[config.mk]
export PLATFORM = sky130hd
export DESIGN_NAME = sorted_priority_queue_flat
export DESIGN_NICKNAME = d
export VERILOG_FILES = /design/src/sv/spq_pkg.sv /design/src/sv/spq_if.sv /design/src/sv/spq_cell.sv /design/src/sv/sorted_priority_queue.sv /design/src/flat_wrapper.sv
export VERILOG_INCLUDE_DIRS = /design/src /design/src/sv
export SDC_FILE = /design/constraint.sdc
export NUM_CORES = 2
export LEC_CHECK = 0
export BUFFER_PORTS_ARGS = -buffer_cell sky130_fd_sc_hd__buf_4
export CAP_MARGIN = 20
export CORE_ASPECT_RATIO = 0.75
export CORE_UTILIZATION = 55
export CTS_CLUSTER_DIAMETER = 60
export CTS_CLUSTER_SIZE = 24
export DETAILED_ROUTE_END_ITERATION = 8
export PLACE_DENSITY_LB_ADDON = 0.08
export SLEW_MARGIN = 5
export SYNTH_ARGS = -nofsm -noshare
export SYNTH_HDL_FRONTEND = slang
export SYNTH_SLANG_ARGS = --single-unit
[constraint.sdc]
create_clock -name i_clk -period 9.26 [get_ports i_clk]
set_input_delay 1.389 -clock i_clk [delete_from_list [all_inputs] [get_ports i_clk]]
set_output_delay 1.389 -clock i_clk [all_outputs]
set_load 0.02 [all_outputs]
[src/sv/sorted_priority_queue_defines.svh]
// ----------------------------------------------------------------------------
// sorted priority queue assertion macros
// concurrent check wrappers, empty when synthesized
// ----------------------------------------------------------------------------
`ifndef SORTED_PRIORITY_QUEUE_DEFINES_SVH
`define SORTED_PRIORITY_QUEUE_DEFINES_SVH
`ifndef SYNTHESIS
`define SPQ_ASSERT_SAME(lbl, clk, rst_n, ante, cons, msg) \
    lbl: assert property (@(posedge clk) disable iff (!rst_n) (ante) |-> (cons)) \
        else $error(msg);
`define SPQ_ASSERT_NEXT(lbl, clk, rst_n, ante, cons, msg) \
    lbl: assert property (@(posedge clk) disable iff (!rst_n) (ante) |=> (cons)) \
        else $error(msg);
`else
`define SPQ_ASSERT_SAME(lbl, clk, rst_n, ante, cons, msg)
`define SPQ_ASSERT_NEXT(lbl, clk, rst_n, ante, cons, msg)
`endif
`endif

[src/sv/spq_pkg.sv]
// ----------------------------------------------------------------------------
// spq_pkg
// shared types and constants of the sorted priority queue
// ----------------------------------------------------------------------------
package spq_pkg;

    localparam int SPQ_CAPACITY = 16;
    localparam int VALUE_W      = 32;
    localparam int PRIO_W       = 16;
    localparam int STATUS_W     = 2;

    typedef logic signed [VALUE_W-1:0] t_value;
    typedef logic signed [PRIO_W-1:0]  t_prio;

    typedef enum logic {
        CMD_INSERT = 1'b0,
        CMD_REMOVE = 1'b1
    } t_cmd;

    typedef enum logic [STATUS_W-1:0] {
        ST_OK    = 2'd0,
        ST_FULL  = 2'd1,
        ST_EMPTY = 2'd2
    } t_status;

    typedef struct packed {
        logic   occ;
        t_value value;
        t_prio  prio;
    } t_cell_data;

    typedef struct packed {
        logic   ins_en;
        logic   rem_en;
        t_value value;
        t_prio  prio;
    } t_cell_ctl;

endpackage

[src/sv/spq_if.sv]
// ----------------------------------------------------------------------------
// spq_if
// valid/ready channels for command and result beats
// ----------------------------------------------------------------------------
interface spq_in_if import spq_pkg::*; ();
    logic   valid;
    logic   ready;
    logic   cmd;
    t_value item_value;
    t_prio  item_priority;

    modport source (output valid, output cmd, output item_value, output item_priority,
                    input ready);
    modport sink   (input valid, input cmd, input item_value, input item_priority,
                    output ready);
endinterface

interface spq_out_if import spq_pkg::*; ();
    logic                valid;
    logic                ready;
    t_value              out_value;
    logic [STATUS_W-1:0] status;

    modport source (output valid, output out_value, output status, input ready);
    modport sink   (input valid, input out_value, input status, output ready);
endinterface

[src/sv/spq_cell.sv]
// ----------------------------------------------------------------------------
// spq_cell
// one slot of the sorted chain: compare, keep, take from left or right
// ----------------------------------------------------------------------------
module spq_cell import spq_pkg::*; (
    input  logic       i_clk,
    input  logic       i_rst_n,
    input  t_cell_ctl  i_ctl,
    input  t_cell_data i_left,
    input  logic       i_left_ins,
    input  t_cell_data i_right,
    output t_cell_data o_data,
    output logic       o_ins
);

    logic   r_occ;
    t_value r_value;
    t_prio  r_prio;
    logic   n_occ;
    t_value n_value;
    t_prio  n_prio;
    logic   ins_here;

    always_comb begin
        ins_here = !r_occ || ($signed(i_ctl.prio) <= $signed(r_prio));
        n_occ    = r_occ;
        n_value  = r_value;
        n_prio   = r_prio;
        if (i_ctl.ins_en) begin
            if (i_left_ins) begin
                n_occ   = i_left.occ;
                n_value = i_left.value;
                n_prio  = i_left.prio;
            end else if (ins_here) begin
                n_occ   = 1'b1;
                n_value = i_ctl.value;
                n_prio  = i_ctl.prio;
            end
        end else if (i_ctl.rem_en) begin
            n_occ   = i_right.occ;
            n_value = i_right.value;
            n_prio  = i_right.prio;
        end
    end

    always_ff @(posedge i_clk) begin
        if (!i_rst_n) begin
            r_occ <= 1'b0;
        end else begin
            r_occ <= n_occ;
        end
    end

    always_ff @(posedge i_clk) begin
        r_value <= n_value;
        r_prio  <= n_prio;
    end

    assign o_data.occ   = r_occ;
    assign o_data.value = r_value;
    assign o_data.prio  = r_prio;
    assign o_ins        = ins_here;

endmodule

[src/sv/sorted_priority_queue.sv]
// ----------------------------------------------------------------------------
// sorted_priority_queue
// bounded priority queue held as a sorted chain of compare-and-shift cells
// ----------------------------------------------------------------------------
// Takes one command beat per clock and returns one result beat for each, in the
// cycle after acceptance, from a result register that frees itself as soon as
// the sink takes it; the input stalls only while that register is held. All
// CAPACITY cells compare the broadcast priority in the same cycle, so the cost
// of insert and remove does not grow with fill. An insert lands ahead of
// every stored entry of equal or larger priority; slot 0 is the head.
`include "sorted_priority_queue_defines.svh"

module sorted_priority_queue import spq_pkg::*; #(
    parameter int CAPACITY = SPQ_CAPACITY
) (
    input  logic      i_clk,
    input  logic      i_rst_n,
    spq_in_if.sink    i_in,
    spq_out_if.source o_out
);

    t_cell_data          cell_data [CAPACITY];
    logic                cell_ins  [CAPACITY];
    logic [CAPACITY-1:0] occ_vec;
    t_cell_ctl           ctl;
    logic                accept;
    logic                full;
    logic                empty;
    logic                ins_full;
    logic                rem_ok;

    logic                r_out_valid;
    t_value              r_out_value;
    t_status             r_out_status;

    assign full     = occ_vec[CAPACITY-1];
    assign empty    = !occ_vec[0];
    assign accept   = i_in.valid && i_in.ready;
    assign ins_full = accept && (i_in.cmd == CMD_INSERT) && full;
    assign rem_ok   = accept && (i_in.cmd == CMD_REMOVE) && !empty;

    assign ctl.ins_en = accept && (i_in.cmd == CMD_INSERT) && !full;
    assign ctl.rem_en = rem_ok;
    assign ctl.value  = i_in.item_value;
    assign ctl.prio   = i_in.item_priority;

    genvar gi;
    generate
        for (gi = 0; gi < CAPACITY; gi++) begin : g_cell
            t_cell_data left_data;
            logic       left_ins;
            t_cell_data right_data;

            if (gi == 0) begin : g_head
                assign left_data = '0;
                assign left_ins  = 1'b0;
            end else begin : g_mid
                assign left_data = cell_data[gi-1];
                assign left_ins  = cell_ins[gi-1];
            end

            if (gi == CAPACITY-1) begin : g_tail
                assign right_data = '0;
            end else begin : g_body
                assign right_data = cell_data[gi+1];
            end

            spq_cell u_cell (
                .i_clk      (i_clk),
                .i_rst_n    (i_rst_n),
                .i_ctl      (ctl),
                .i_left     (left_data),
                .i_left_ins (left_ins),
                .i_right    (right_data),
                .o_data     (cell_data[gi]),
                .o_ins      (cell_ins[gi])
            );

            assign occ_vec[gi] = cell_data[gi].occ;
        end
    endgenerate

    // result register
    always_ff @(posedge i_clk) begin
        if (!i_rst_n) begin
            r_out_valid <= 1'b0;
        end else if (accept) begin
            r_out_valid <= 1'b1;
        end else if (o_out.ready) begin
            r_out_valid <= 1'b0;
        end
    end

    always_ff @(posedge i_clk) begin
        if (accept) begin
            r_out_value <= rem_ok ? cell_data[0].value : '0;
            if (i_in.cmd == CMD_INSERT) begin
                r_out_status <= full ? ST_FULL : ST_OK;
            end else begin
                r_out_status <= empty ? ST_EMPTY : ST_OK;
            end
        end
    end

    assign i_in.ready      = !r_out_valid || o_out.ready;
    assign o_out.valid     = r_out_valid;
    assign o_out.out_value = r_out_value;
    assign o_out.status    = r_out_status;

    `SPQ_ASSERT_SAME(a_occ_contiguous, i_clk, i_rst_n, 1'b1, ((occ_vec >> 1) & ~occ_vec) == '0, "occupied cells not contiguous from head")
    `SPQ_ASSERT_SAME(a_head_sorted, i_clk, i_rst_n, occ_vec[1], $signed(cell_data[0].prio) <= $signed(cell_data[1].prio), "head priority above its successor")
    `SPQ_ASSERT_NEXT(a_full_status, i_clk, i_rst_n, ins_full, o_out.valid && (o_out.status == ST_FULL), "refused insert not reported full")
    `SPQ_ASSERT_NEXT(a_remove_count, i_clk, i_rst_n, rem_ok, $countones(occ_vec) == $countones($past(occ_vec)) - 1, "remove did not drop one entry")

endmodule
[src/flat_wrapper.sv]
// flat-port wrapper written by rule: the top's interface ports become plain ports
module sorted_priority_queue_flat import spq_pkg::*;
#(
    parameter int CAPACITY = SPQ_CAPACITY
)
  (i_clk, i_rst_n, i_in_valid, i_in_cmd, i_in_item_value, i_in_item_priority, i_in_ready, o_out_valid, o_out_out_value, o_out_status, o_out_ready);
  spq_in_if i_in_i ();
  spq_out_if o_out_i ();
  input  logic i_clk;
  input  logic i_rst_n;
  input wire logic [$bits(i_in_i.valid)-1:0] i_in_valid;
  input wire logic [$bits(i_in_i.cmd)-1:0] i_in_cmd;
  input wire logic [$bits(i_in_i.item_value)-1:0] i_in_item_value;
  input wire logic [$bits(i_in_i.item_priority)-1:0] i_in_item_priority;
  output wire logic [$bits(i_in_i.ready)-1:0] i_in_ready;
  output wire logic [$bits(o_out_i.valid)-1:0] o_out_valid;
  output wire logic [$bits(o_out_i.out_value)-1:0] o_out_out_value;
  output wire logic [$bits(o_out_i.status)-1:0] o_out_status;
  input wire logic [$bits(o_out_i.ready)-1:0] o_out_ready;
  assign i_in_i.valid = i_in_valid;
  assign i_in_i.cmd = i_in_cmd;
  assign i_in_i.item_value = i_in_item_value;
  assign i_in_i.item_priority = i_in_item_priority;
  assign i_in_ready = i_in_i.ready;
  assign o_out_valid = o_out_i.valid;
  assign o_out_out_value = o_out_i.out_value;
  assign o_out_status = o_out_i.status;
  assign o_out_i.ready = o_out_ready;
  sorted_priority_queue #(.CAPACITY(CAPACITY)) u_core (.i_clk(i_clk), .i_rst_n(i_rst_n), .i_in(i_in_i), .o_out(o_out_i));
endmodule
After elaboration in Yosys (flattened, before gate mapping)

Index checks and enable logic that the tools add are counted.

$lt $le $gt $ge: 16
Multiplexer cells: 194
Equality and inequality tests: 16
Bitwise operators: 1
Reduce and logical (&&, ||, !) cells: 57

Operator list:

| operator             | count |
|---|---|
| $mux W32             | 63 |
| $mux W16             | 63 |
| $le A16 B16 Y1       | 16 |
| $mux W1              | 66 |
| $ne A3 B3 Y1 const B | 15 |
| $reduce_and A2 Y1    | 16 |
| $logic_not A1 Y1     | 17 |
| $logic_or A1 B1 Y1   | 17 |
| $logic_and A1 B1 Y1  | 5 |
| $mux W2              | 2 |
| $reduce_bool A2 Y1   | 2 |
| $ne A2 B2 Y1 const B | 1 |
| $not A1 Y1           | 1 |

Output and inout bits: 36
Flip-flop bits (word level): 819
Word-level logic and storage cells: 335

Longest topological paths before layout

Word-level depth: 7
Gate-level depth with buffers: 11
Mapped depth without buffers: 9

Hierarchy

From an unflattened synthesis, not the netlist that was laid out.

Cell total of the unflattened synthesis: 4,559
Area total of the unflattened synthesis: 48,850.6 µm²

Modules (own cells, without submodules):

| module                                  | cells an instance | instances | area each (µm²) |
|---|---|---|---|
| spq_cell at u_core.g_cell[1].u_cell ... | 279               | 9         | 2,931.6 |
| spq_cell at u_core.g_cell[0].u_cell ... | 275               | 7         | 2,950.3 |
| sorted_priority_queue                   | 123               | 1         | 1,814.2 |

Least setup slack after synthesis

Ideal clock, no wire load.

Path type: input to register
From: input port i_in_item_priority[15]
To: register u_core.g_cell[14].u_cell.r_prio[0], enable pin
Required time: 8,740 ps
Slack: 2,259 ps
Stages: 10
Arrival: 6,481 ps
Cells stage by stage: ha_1 -> nand4_1 -> nor4_1 -> a21bo_2 -> a21oi_1 -> nand4b_1 -> clkbuf_1 -> buf_2 -> a21oi_1 -> o21ai_0

Cells in the longest elaborated chain, start to end: 4
Elaborated cells on any way between the ends: 6
Those cells by class: order compare (2); eq/ne (1); reduce/logical (3)

Ends and longest elaborated chain:

| element                         | line               | source |
|---|---|---|
| start: declaration              | flat_wrapper.sv:14 | `input wire logic [$bits(i_in_i.item_priority)-1:0] i_in_item_priority;` |
| $le A16 B16 Y1                  | spq_cell.sv:25     | `ins_here = !r_occ \|\| ($signed(i_ctl.prio) <= $signed(r_prio));` |
| $logic_or A1 B1 Y1              | spq_cell.sv:25     |  |
| $ne A3 B3 Y1 (no line) (*)      | -                  |  |
| $reduce_and A2 Y1 (no line) (*) | -                  |  |
| end signal: assignment          | spq_cell.sv:56     | `r_prio <= n_prio;` |
| end: declaration                | spq_cell.sv:18     | `t_prio r_prio;` |

Every way passes the cells marked *; elsewhere a longest branch is shown, timed or not.
A chain may end at the register's enable or synchronous reset.

Worst setup path in the final report

From: input port i_in_item_priority[0]
To: register u_core.g_cell[8].u_cell.r_prio[1], enable pin

Cells in the longest elaborated chain, start to end: 4
Elaborated cells on any way between the ends: 6
Those cells by class: order compare (2); eq/ne (1); reduce/logical (3)

Ends and longest elaborated chain:

| element                         | line |
|---|---|
| $le A16 B16 Y1                  | spq_cell.sv:25 |
| $logic_or A1 B1 Y1              | spq_cell.sv:25 |
| $ne A3 B3 Y1 (no line) (*)      | - |
| $reduce_and A2 Y1 (no line) (*) | - |
| end signal: assignment          | spq_cell.sv:56 |
| end: declaration                | spq_cell.sv:18 |

Marked as above.

==> results.ini <==
[sta]
fin_crit_ns=5.438
worst_slack_ns=3.822
fmax_mhz=183.9
drv_slew=0
relSlewSlack_pct=22.71
worstMarginPinSlew_ns=1.159
finClkSkew_ns=0.02714
timing.final.crit_share_pct=58.72
hold_viol_final=0
rsz0062_at_grt=false
setup_viol=0
fin_tns_setup_ns=0

[floorplan]
dieHeight_um=250.9
core_area_mm2=0.08108
core.rowCount=90
die_w_um=333.8
die-area_mm2=0.08376
initial_core_util_pct=56.03
pin_count=89

[clocking]
tritoncts=done
path_clk_slew_ns=0.10
clockBufferDepth=3
cts_inserted_buffers=50
clk_latency_ns=0.66
clk_root_buffer_cell=clkbuf_16
hold_buffers=0
ctsHtreeMaxLevel=2
post_cts_resize_count=0
cts_setup_buffers=0
cts_sinks=819

[critical_path]
crit_path_start_kind=input port
r2r_start=u_core.g_cell[7].u_cell.r_prio[7]
r2r-end=u_core.g_cell[8].u_cell.r_prio[1]
critPathKind=in2reg
reg2reg_slack_ns=4.38
cp-end-kind=flop
crit_required_ns=9.53
reg2reg_depth=10
crit_arrival_ns=5.71
path_max_fanout=67

[pwr]
peakVddDrop_mv=0.1376
leakage_nw=18.31
power_density_mw_per_mm2=172.5

[layout]
nets=4419
final_common_cell=edfxtp_1
regArea_mm2=0.02442
mostFrequentLayoutCells=edfxtp_1 (802), nand2_1 (624), nand3_1 (417), mux2i_1 (332), o211ai_1 (273)
syn_to_final_growth_pct=6.473
n_fill_cell=6752
drive_gt1_share_pct=6.128
multi_input_area_mm2=0.01892

[placed_design]
dp_slack_ns=3.276
hpwl_um=84090
io_buffers=88
routabilityCongestion=0.9696

[logic_synthesis]
ys_ff_latch=819
ys.flop_type=edfxtp_1
syn_area_mm2=0.04542
synth-async-reset-ratio_pct=0
synth.net_count=4580
synth-edff-count=802
syn_area_per_cell_um2=10.60
yosys_warnings=0
synth_cells=4287
netlist-cell-type-count=64
yosysSeqAreaShare_pct=53.77

[detailed_routing]
top_layer=met5
drt-total-wl_um=141800
route.antenna.remaining_nets=0
wl_per_cell_um=27.16
drc=0
wl_met2_um=57640
drtIter0Drc=4841
avgViaCountPerCell=6.696
wirelength_met1_um=62860
wl_met3_um=18550
vias=34962
dr.pass1.iters=6

[global_route]
grt_max_degree=248
grtUsageTotal_pct=33.40
antenna_found_initial=8
grt_pass1_wl_um=209600
grt-ovfl-total=0
grt_pass1_vias=31932

[min_path]
min_to=u_core.g_cell[14].u_cell.r_prio[11]
hp-start=u_core.g_cell[15].u_cell.r_prio[11]
hold_class=reg2reg
hold_depth=2

[run]
max_cap_violations=0

[run_status]
status=finished clean

-- through the flow --
stage	power (mW)	util, %	hold WS [ns]	instance area [um2]	cells
2_1_floorplan	5.353	-	0.4653	45420	4287
3_3_place_gp	5.778	57.47	0.5028	46600	5129
3_5_place_dp	5.802	57.47	0.5066	46600	5129
4_1_cts	8.317	59.55	0.5211	48290	5216
5_1_grt	8.598	59.65	0.5333	48360	5219
6_report	8.344	59.65	0.5225	48370	5221
-- synth_stat cells (10+ instances only) --
cell      count  area, um2
edfxtp_1    802      24080
nand2_1     635       2384
nand3_1     418       2092
mux2i_1     333       3333
o211ai_1    273       2049
clkbuf_1    260      975.9
ha_1        240       3003
o21ai_0     237       1186
inv_1       234      878.3
a21oi_1     177      885.9
nor2_1      162      608.1
o221ai_1    142       1244
buf_2        56      280.3
nand4_1      48      300.3
and2_1       37      231.5
a21o_1       30      225.2
buf_1        22      82.58
nor2b_1      22      137.6
dfxtp_1      17      340.3
a211oi_1     11      82.58
o21ai_1      10      50.05
-- metal layers --
layer,global-route usage (%),vias up
li1,-,15626
met1,51.27,17114
met2,46.32,2045
met3,9.796,167
met4,7.156,10
met5,0,-
-- sequential cells by signal, summed over array words and instances, names as in the netlist --
register,count
u_core.g_cell.u_cell.r_occ,16
u_core.g_cell.u_cell.r_prio,256
u_core.g_cell.u_cell.r_value,512
u_core.o_out.out_value,32
u_core.o_out.status,2
u_core.o_out.valid,1
-- critical path, stage by stage --
cell and delay (ns):
buf_4 0.18, inv_1 0.53, ha_1 0.26, nor2b_1 0.04, o211ai_1 0.22, a21boi_0 0.14
a211oi_1 0.30, mux2_4 0.54, buf_4 0.76, o21ai_0 0.32, nand2_4 0.84
-- kinds of logic (layout without fill, tap and decap cells) --
| group | Yosys count | count (layout) | share of synthesized area, % |
|---|---|---|---|
| mux | 338 | 338 | 7.487 |
| compound gates | 926 | 926 | 13.48 |
| other cells | 0 | 2 | 0 |
| flops | 819 | 819 | 53.77 |
| fa+ha+maj | 240 | 240 | 6.611 |
| simple gates | 1381 | 1381 | 13.56 |
| buf+inv | 583 | 457 | 5.096 |
-- worst max-delay path by stage --
stage / cells after the start / slack, ns / end / startpoint
after CTS: 12 / 3.96 / u_core.g_cell[5].u_cell.r_prio[11] / i_in_item_priority[0]
after global routing: 12 / 3.73 / u_core.g_cell[5].u_cell.r_prio[11] / i_in_item_priority[0]
after detailed placement: 12 / 3.28 / u_core.g_cell[5].u_cell.r_prio[11] / i_in_item_priority[0]
final: 11 / 3.82 / u_core.g_cell[8].u_cell.r_prio[1] / i_in_item_priority[0]
after global placement: 10 / 3.34 / u_core.g_cell[8].u_cell.r_prio[6] / i_in_item_priority[7]
after floorplan: 10 / 2.26 / u_core.g_cell[14].u_cell.r_prio[0] / i_in_item_priority[15]
-- cell type report --
| cell class | count | share of cell area (%) |
|---|---|---|
| Timing Repair Buffer | 135 | 2.333 |
| Sequential cell | 819 | 50.50 |
| Clock buffer | 52 | 2.603 |
| Tap cell | 1058 | 2.737 |
| Clock inverter | 35 | 0.8847 |
| Antenna cell | 2 | 0.01035 |
| Multi-Input combinational cell | 2885 | 39.11 |
| Inverter | 235 | 1.824 |
-- report_power, final --
group,internal (mW),total (mW),switching (mW)
combinational,0.382,1.24,0.856
clock,1.15,2.58,1.42
sequential,4.39,4.53,0.138
total,5.93,8.34,2.42
(Power assumes the default switching activity.)
